`config.mk`:
```
export PLATFORM = sky130hd
export DESIGN_NAME = keyed_record_table_flat
export DESIGN_NICKNAME = d
export VERILOG_FILES = /design/src/hdl/kvt_pkg.sv /design/src/hdl/kvt_if.sv /design/src/hdl/kvt_sequencer.sv /design/src/hdl/keyed_record_table.sv /design/src/flat_wrapper.sv
export SDC_FILE = /design/constraint.sdc
export NUM_CORES = 2
export LEC_CHECK = 0
export ABC_AREA = 1
export BUFFER_PORTS_ARGS = -buffer_cell sky130_fd_sc_hd__buf_2
export CAP_MARGIN = 20
export CORE_UTILIZATION = 62
export CTS_CLUSTER_SIZE = 10
export DETAILED_ROUTE_END_ITERATION = 10
export GPL_ROUTABILITY_DRIVEN = 0
export MAX_ROUTING_LAYER = met4
export PLACE_DENSITY = 0.85
export SLEW_MARGIN = 20
export SYNTH_ARGS = -nofsm -noshare
export SYNTH_HDL_FRONTEND = slang
export SYNTH_HIERARCHICAL = 1
export SYNTH_SLANG_ARGS = --single-unit
```
`constraint.sdc`:
```
create_clock -name clk -period 6.85 [get_ports clk]
set_clock_uncertainty 0.15 [all_clocks]
set_input_delay 1.37 -clock clk [delete_from_list [all_inputs] [get_ports clk]]
set_output_delay 1.37 -clock clk [all_outputs]
set_load 0.02 [all_outputs]
```
`src/hdl/kvt_pkg.sv`:
```
// Shared types, codes and the microprogram of the keyed record table.
package kvt_pkg;

  localparam int KEY_W   = 16;
  localparam int PAY_W   = 64;
  localparam int ENTRY_W = 5;
  localparam int STEP_W  = 4;

  typedef enum logic [1:0] {
    ACT_ADD    = 2'd0,
    ACT_GET    = 2'd1,
    ACT_DELETE = 2'd2,
    ACT_MODIFY = 2'd3
  } action_t;

  typedef enum logic [1:0] {
    ST_DONE      = 2'd0,
    ST_DUPLICATE = 2'd1,
    ST_NOT_FOUND = 2'd2,
    ST_FULL      = 2'd3
  } status_t;

  // Microprogram addresses.
  typedef enum logic [STEP_W-1:0] {
    S_IDLE    = 4'd0,
    S_SCAN    = 4'd1,
    S_CMP     = 4'd2,
    S_NEXT    = 4'd3,
    S_DISP    = 4'd4,
    S_ADD_WR  = 4'd5,
    S_GET_RD  = 4'd6,
    S_GET_LD  = 4'd7,
    S_MOD_WR  = 4'd8,
    S_DEL_RD  = 4'd9,
    S_DEL_WR  = 4'd10,
    S_DEL_FIN = 4'd11,
    S_OUT     = 4'd12
  } step_t;

  // Jump conditions.
  typedef enum logic [2:0] {
    C_ALWAYS    = 3'd0,
    C_IN_ACC    = 3'd1,
    C_SCAN_END  = 3'd2,
    C_MATCH     = 3'd3,
    C_SHIFT_END = 3'd4,
    C_OUT_TAKEN = 3'd5,
    C_DISPATCH  = 3'd6
  } cond_t;

  // Memory write source.
  typedef enum logic [1:0] {
    W_NONE  = 2'd0,
    W_ADD   = 2'd1,
    W_MOD   = 2'd2,
    W_SHIFT = 2'd3
  } wsrc_t;

  // Memory read address select.
  typedef enum logic {
    R_IDX  = 1'b0,
    R_IDX1 = 1'b1
  } rsel_t;

  typedef struct packed {
    logic  in_rdy;
    logic  out_vld;
    logic  hold;      // stay on this step when the condition is false
    cond_t cond;
    step_t target;
    logic  latch;     // capture request, clear index and flags
    logic  inc_idx;
    logic  mark;      // record a key match
    rsel_t rsel;
    wsrc_t wsrc;
    logic  cnt_inc;
    logic  cnt_dec;
    logic  ld_rdpay;
  } ctrl_t;

  typedef struct packed {
    logic    in_acc;
    logic    out_taken;
    logic    scan_end;
    logic    key_match;
    logic    shift_end;
    logic    found;
    logic    full;
    action_t action;
  } flags_t;

  typedef struct packed {
    ctrl_t   ctrl;
    logic    fail;      // dispatch ends the request with an error status
    status_t fail_st;
  } seq_out_t;

  function automatic ctrl_t ucode(step_t s);
    ctrl_t w;
    w        = '0;
    w.cond   = C_ALWAYS;
    w.target = S_IDLE;
    w.rsel   = R_IDX;
    w.wsrc   = W_NONE;
    unique case (s)
      S_IDLE: begin
        w.in_rdy = 1'b1; w.hold = 1'b1; w.latch = 1'b1;
        w.cond = C_IN_ACC; w.target = S_SCAN;
      end
      S_SCAN: begin
        w.cond = C_SCAN_END; w.target = S_DISP;
      end
      S_CMP: begin
        w.mark = 1'b1; w.cond = C_MATCH; w.target = S_DISP;
      end
      S_NEXT: begin
        w.inc_idx = 1'b1; w.target = S_SCAN;
      end
      S_DISP: begin
        w.cond = C_DISPATCH; w.target = S_OUT;
      end
      S_ADD_WR: begin
        w.wsrc = W_ADD; w.cnt_inc = 1'b1; w.target = S_OUT;
      end
      S_GET_RD: begin
        w.target = S_GET_LD;
      end
      S_GET_LD: begin
        w.ld_rdpay = 1'b1; w.target = S_OUT;
      end
      S_MOD_WR: begin
        w.wsrc = W_MOD; w.target = S_OUT;
      end
      S_DEL_RD: begin
        w.rsel = R_IDX1; w.cond = C_SHIFT_END; w.target = S_DEL_FIN;
      end
      S_DEL_WR: begin
        w.wsrc = W_SHIFT; w.inc_idx = 1'b1; w.target = S_DEL_RD;
      end
      S_DEL_FIN: begin
        w.cnt_dec = 1'b1; w.target = S_OUT;
      end
      S_OUT: begin
        w.out_vld = 1'b1; w.hold = 1'b1;
        w.cond = C_OUT_TAKEN; w.target = S_IDLE;
      end
      default: begin
        w.target = S_IDLE;
      end
    endcase
    return w;
  endfunction

endpackage

```
`src/hdl/kvt_if.sv`:
```
// Request and response channel interfaces of the keyed record table.
interface kvt_req_if;
  logic        valid;
  logic        ready;
  logic [1:0]  action;
  logic [15:0] key;
  logic [63:0] payload;

  modport source (output valid, action, key, payload, input ready);
  modport sink (input valid, action, key, payload, output ready);
endinterface

interface kvt_rsp_if;
  logic        valid;
  logic        ready;
  logic [1:0]  status;
  logic [63:0] read_payload;
  logic [4:0]  entry_total;

  modport source (output valid, status, read_payload, entry_total, input ready);
  modport sink (input valid, status, read_payload, entry_total, output ready);
endinterface

```
`src/hdl/kvt_sequencer.sv`:
```
// Step counter and control ROM that drive the table datapath.
module kvt_sequencer (
  input  logic              clk,
  input  logic              rst,
  input  kvt_pkg::flags_t   flags,
  output kvt_pkg::seq_out_t sq
);
  import kvt_pkg::*;

  step_t pc;
  step_t pc_next;
  ctrl_t w;
  logic  take;
  step_t dest;

  always_ff @(posedge clk) begin
    if (rst) begin
      pc <= S_IDLE;
    end else begin
      pc <= pc_next;
    end
  end

  always_comb begin
    w          = ucode(pc);
    dest       = w.target;
    sq.fail    = 1'b0;
    sq.fail_st = ST_DONE;
    unique case (w.cond)
      C_ALWAYS:    take = 1'b1;
      C_IN_ACC:    take = flags.in_acc;
      C_SCAN_END:  take = flags.scan_end;
      C_MATCH:     take = flags.key_match;
      C_SHIFT_END: take = flags.shift_end;
      C_OUT_TAKEN: take = flags.out_taken;
      C_DISPATCH: begin
        take = 1'b1;
        if (flags.action == ACT_ADD) begin
          if (flags.found) begin
            sq.fail = 1'b1; sq.fail_st = ST_DUPLICATE;
          end else if (flags.full) begin
            sq.fail = 1'b1; sq.fail_st = ST_FULL;
          end else begin
            dest = S_ADD_WR;
          end
        end else if (!flags.found) begin
          sq.fail = 1'b1; sq.fail_st = ST_NOT_FOUND;
        end else begin
          unique case (flags.action)
            ACT_GET:    dest = S_GET_RD;
            ACT_DELETE: dest = S_DEL_RD;
            default:    dest = S_MOD_WR;
          endcase
        end
      end
      default: take = 1'b0;
    endcase
    if (take) begin
      pc_next = dest;
    end else if (w.hold) begin
      pc_next = pc;
    end else begin
      pc_next = step_t'(pc + 1'b1);
    end
    sq.ctrl = w;
  end

endmodule

```
`src/hdl/keyed_record_table.sv`:
```
// Top level of the keyed record table: datapath, key and payload memories.
// Usage:
//   req (sink) carries one request beat: action (add/get/delete/modify),
//   16-bit key and 64-bit payload. rsp (source) returns one beat per
//   request: status, read_payload (get only, else zero) and entry_total.
//   A beat moves when valid and ready are both high at a rising edge.
// Timing:
//   One request at a time. The key search reads, compares and advances
//   over the live entries in turn; a lookup stops at the first matching
//   entry and a miss scans every live entry. A dispatch step follows; a
//   failed request goes straight to the response, else add writes the
//   new entry, modify writes the payload, get reads then loads, and delete
//   moves each later entry down (read, write), then decrements the count.
//   The response beat is offered the cycle after that; req.ready rises
//   again the cycle after it is taken. The worst case is set by the
//   three-step search loop on the single read port of the memories.
// Reset:
//   rst (synchronous) empties the table at once; no clearing pass, since
//   only live entries are ever read.
// Stall:
//   While rsp.ready is low the response beat holds and no request is taken.
module keyed_record_table #(
  parameter int TABLE_DEPTH = 16
) (
  input  logic          clk,
  input  logic          rst,
  kvt_req_if.sink       req,
  kvt_rsp_if.source     rsp
);
  import kvt_pkg::*;

  localparam int IW = (TABLE_DEPTH > 1) ? $clog2(TABLE_DEPTH) : 1;
  localparam int CW = $clog2(TABLE_DEPTH + 1);

  // Storage: packed entries 0 .. count-1 are live.
  logic [KEY_W-1:0] key_mem [TABLE_DEPTH];
  logic [PAY_W-1:0] pay_mem [TABLE_DEPTH];
  logic [KEY_W-1:0] key_rdata;
  logic [PAY_W-1:0] pay_rdata;

  // Request capture and working registers.
  action_t          action;
  logic [KEY_W-1:0] key;
  logic [PAY_W-1:0] payload;
  logic [CW-1:0]    idx;
  logic [CW-1:0]    count;
  logic             found;
  status_t          status;
  logic [PAY_W-1:0] rdpay;

  flags_t           flags;
  seq_out_t         sq;
  ctrl_t            c;

  logic [CW-1:0]    idx_inc;
  logic [IW-1:0]    rd_addr;
  logic [IW-1:0]    wr_addr;
  logic [KEY_W-1:0] wr_key;
  logic [PAY_W-1:0] wr_pay;

  kvt_sequencer u_seq (
    .clk   (clk),
    .rst   (rst),
    .flags (flags),
    .sq    (sq)
  );

  assign c       = sq.ctrl;
  assign idx_inc = idx + 1'b1;

  assign flags.in_acc    = req.valid & c.in_rdy;
  assign flags.out_taken = rsp.ready & c.out_vld;
  assign flags.scan_end  = (idx == count);
  assign flags.key_match = (key_rdata == key);
  assign flags.shift_end = (idx_inc == count);
  assign flags.found     = found;
  assign flags.full      = (count == CW'(TABLE_DEPTH));
  assign flags.action    = action;

  // Memory addressing: reads by search/shift index, add appends at count.
  assign rd_addr = (c.rsel == R_IDX1) ? idx_inc[IW-1:0] : idx[IW-1:0];
  assign wr_addr = (c.wsrc == W_ADD) ? count[IW-1:0] : idx[IW-1:0];
  assign wr_key  = (c.wsrc == W_SHIFT) ? key_rdata : key;
  assign wr_pay  = (c.wsrc == W_SHIFT) ? pay_rdata : payload;

  always_ff @(posedge clk) begin
    key_rdata <= key_mem[rd_addr];
    pay_rdata <= pay_mem[rd_addr];
    if (c.wsrc == W_ADD || c.wsrc == W_SHIFT) begin
      key_mem[wr_addr] <= wr_key;
    end
    if (c.wsrc != W_NONE) begin
      pay_mem[wr_addr] <= wr_pay;
    end
  end

  // Request capture, index and result registers.
  always_ff @(posedge clk) begin
    if (c.latch && flags.in_acc) begin
      action  <= action_t'(req.action);
      key     <= req.key;
      payload <= req.payload;
      idx     <= '0;
      found   <= 1'b0;
      status  <= ST_DONE;
      rdpay   <= '0;
    end else begin
      if (c.inc_idx) begin
        idx <= idx_inc;
      end
      if (c.mark && flags.key_match) begin
        found <= 1'b1;
      end
      if (sq.fail) begin
        status <= sq.fail_st;
      end
      if (c.ld_rdpay) begin
        rdpay <= pay_rdata;
      end
    end
  end

  // Live entry count.
  always_ff @(posedge clk) begin
    if (rst) begin
      count <= '0;
    end else if (c.cnt_inc) begin
      count <= count + 1'b1;
    end else if (c.cnt_dec) begin
      count <= count - 1'b1;
    end
  end

  assign req.ready        = c.in_rdy;
  assign rsp.valid        = c.out_vld;
  assign rsp.status       = status;
  assign rsp.read_payload = rdpay;
  assign rsp.entry_total  = ENTRY_W'(count);

endmodule
```
`src/flat_wrapper.sv`:
```
// flat-port wrapper written by rule: the top's interface ports become plain ports
module keyed_record_table_flat import kvt_pkg::*;
#(
  parameter int TABLE_DEPTH = 16
)
  (clk, rst, req_valid, req_action, req_key, req_payload, req_ready, rsp_valid, rsp_status, rsp_read_payload, rsp_entry_total, rsp_ready);
  kvt_req_if req_i ();
  kvt_rsp_if rsp_i ();
  input  logic clk;
  input  logic rst;
  input wire logic [$bits(req_i.valid)-1:0] req_valid;
  input wire logic [$bits(req_i.action)-1:0] req_action;
  input wire logic [$bits(req_i.key)-1:0] req_key;
  input wire logic [$bits(req_i.payload)-1:0] req_payload;
  output wire logic [$bits(req_i.ready)-1:0] req_ready;
  output wire logic [$bits(rsp_i.valid)-1:0] rsp_valid;
  output wire logic [$bits(rsp_i.status)-1:0] rsp_status;
  output wire logic [$bits(rsp_i.read_payload)-1:0] rsp_read_payload;
  output wire logic [$bits(rsp_i.entry_total)-1:0] rsp_entry_total;
  input wire logic [$bits(rsp_i.ready)-1:0] rsp_ready;
  assign req_i.valid = req_valid;
  assign req_i.action = req_action;
  assign req_i.key = req_key;
  assign req_i.payload = req_payload;
  assign req_ready = req_i.ready;
  assign rsp_valid = rsp_i.valid;
  assign rsp_status = rsp_i.status;
  assign rsp_read_payload = rsp_i.read_payload;
  assign rsp_entry_total = rsp_i.entry_total;
  assign rsp_i.ready = rsp_ready;
  keyed_record_table #(.TABLE_DEPTH(TABLE_DEPTH)) u_core (.clk(clk), .rst(rst), .req(req_i), .rsp(rsp_i));
endmodule
```
==> flow_metrics.env <==
export IMPL_outcome="finished clean"
export IMPL_dpl_hpwl_um=80400
export IMPL_ant_nets=0
export IMPL_min_from="u_core/found"
export IMPL_drive_above_1_share=0.108
export IMPL_finalSetupViolCount=0
export IMPL_min_path_type="reg2reg"
export IMPL_start_util=0.626
export IMPL_synth_area_um2=62600
export IMPL_core_um2=100000
export IMPL_area_growth_pct=11.0
export IMPL_max_cap_violations=0
export IMPL_switching_power_w=0.00989
export IMPL_die_y_um=320
export IMPL_rr_startpoint="u_core/u_seq/pc[2]"
export IMPL_min_to="u_core/found"
export IMPL_timing_rr_end="u_core/pay_mem[14][56]"
export IMPL_dr_pass1_iters=8
export IMPL_r2r_slack_ps=2030
export IMPL_met2_length_um=75300
export IMPL_numCtsBuffers=173
export IMPL_r2r_cells=10
export IMPL_final_common_cell="nand2_1"
export IMPL_hold_viol_final=0
export IMPL_critPathCaptureType="register"
export IMPL_crit_required_ps=7060
export IMPL_cellPowerDensity_nw_per_um2=406
export IMPL_synth_warnings=6
export IMPL_antenna_found_initial=2
export IMPL_route_vias_total=42503
export IMPL_final_cell_mix="nand2_1, edfxtp_1, nand3_1, inv_1, clkbuf_16"
export IMPL_overflow=0
export IMPL_maxSlewViolCount=0
export IMPL_cts_tree="yes"
export IMPL_grt_use_total=0.308
export IMPL_worst_slew_pin_slew_ps=1180
export IMPL_highest_layer="met4"
export IMPL_wl_met3_um=17600
export IMPL_finalWorstSetupSlack_ps=2030
export IMPL_place_ws_ps=2150
export IMPL_slew_headroom=0.211
export IMPL_drt_total_wl_um=154000
export IMPL_cts_root_buf="clkbuf_16"
export IMPL_clockBufferDepth=3
export IMPL_crit_fanout=42
export IMPL_drc=0
export IMPL_drt_met1_wl_um=54500
export IMPL_avgSynthCellArea_um2=11.3
export IMPL_final_core_util=0.694
export IMPL_finalCriticalPeriod_ps=4820
export IMPL_grt_pass1_wl_um=234000
export IMPL_grt_start_max_net_pins=195
export IMPL_synthCells=5541
export IMPL_swShare=0.350
export IMPL_viasPerCell=5.99
export IMPL_cts_resized=0
export IMPL_cts_setup_buffers=0
export IMPL_crit_arrival_ps=5030
export IMPL_ir_drop_v=0.000431
export IMPL_nets=5756
export IMPL_rsz0062_at_grt="false"
export IMPL_holdBufCountCts=0
export IMPL_portBuffers=158
export IMPL_critPathKind="reg2reg"
export IMPL_leakage_nw=27.8
export IMPL_die_x_um=320
export IMPL_seq_power_share=0.413
export IMPL_num_io_pins=159
export IMPL_drt_iter0_drc=6372
export IMPL_cts_sinks=1523
export IMPL_cts_clk_slew_worst_paths_ps=60
export IMPL_fmaxAchievable_mhz=207
export IMPL_holdPathStages=2
export IMPL_crit_path_start_kind="register"
export IMPL_timing_setup_tns_ps=0
export IMPL_p_clk_frac=0.299
export IMPL_grt_pass1_vias=41988
export IMPL_h_tree_depth=4
export IMPL_diodes=0
export IMPL_internal_power_w=0.0183
export IMPL_timing_final_crit_share=0.704
export IMPL_post_drt_wl_per_cell_um=21.7
export IMPL_p_comb_frac=0.289
export IMPL_rows=116
export IMPL_syn_nets=5636
export IMPL_clk_insertion_delay_late_ps=770
export IMPL_die_area_um2=102000
## metrics by stage
step           area, um^2  instances  hold WS [ps]  power [W]
2_1_floorplan       62600       5541           324     0.0174
3_3_place_gp        64300       6782           337     0.0193
3_5_place_dp        64300       6782           353     0.0196
4_1_cts             69400       7092           360     0.0281
5_1_grt             69400       7094           418     0.0294
6_report            69400       7094           361     0.0282
## power by group through the flow
| stage | Combinational [W] | Sequential [W] | Clock, W |
|---|---|---|---|
| 2_1_floorplan | 0.00554 | 0.0118 | 0 |
| 3_3_place_gp | 0.00748 | 0.0118 | 0 |
| 3_5_place_dp | 0.00780 | 0.0118 | 0 |
| 4_1_cts | 0.00797 | 0.0117 | 0.00849 |
| 5_1_grt | 0.00881 | 0.0117 | 0.00887 |
| 6_report | 0.00815 | 0.0117 | 0.00843 |
## worst max-delay path by stage
stage / slack [ps] / cells after the start / endpoint / from
6_report: 2030 / 10 / u_core/pay_mem[14][56] / u_core/u_seq/pc[2]
5_1_grt: 1850 / 10 / u_core/pay_mem[14][61] / u_core/u_seq/pc[2]
4_1_cts: 2120 / 10 / u_core/pay_mem[14][61] / u_core/u_seq/pc[2]
3_5_place_dp: 2150 / 10 / u_core/pay_mem[14][52] / u_core/u_seq/pc[2]
3_3_place_gp: 2260 / 10 / u_core/pay_mem[14][44] / u_core/u_seq/pc[2]
2_1_floorplan: 1620 / 12 / u_core/pay_mem[10][0] / u_core/u_seq/pc[3]
## critical path: stages, from the launching register on
cell and delay, ps:
dfxtp_1 630, nand2_1 150, o21ai_0 620, inv_2 300, or2_0 430, o21ai_2 250
inv_1 90, nor2_1 230, nand2_1 160, nor2_4 610, buf_4 770
## area by class of cell
cell class                 instances  area, um^2
clock buffer                     295        4900
inverter                         545        2060
timing repair buffer             239        1530
clock inverter                    15         221
multi-input combinational       3179       15000
sequential                      1523       44100
tap                             1298        1620
fill                            5996       30600
## flip-flops by register name, indices dropped and copies added, names as in the netlist
register,flops
u_core/key_mem,256
u_core/u_seq/pc,4
u_core/payload,64
u_core/rsp.entry_total,5
u_core/idx,5
u_core/key_rdata,16
u_core/rsp.read_payload,64
u_core/action,2
u_core/rsp.status,2
u_core/key,16
u_core/pay_rdata,64
u_core/found,1
u_core/pay_mem,1024
## per-layer routing
layer  vias to the layer above  GRT usage
li1                      18840          -
met1                     20011      0.386
met2                      3141      0.497
met3                       511     0.0486
met4                         0      0.139
met5                         -          -
No activity file was read; power rests on OpenSTA's default activity.
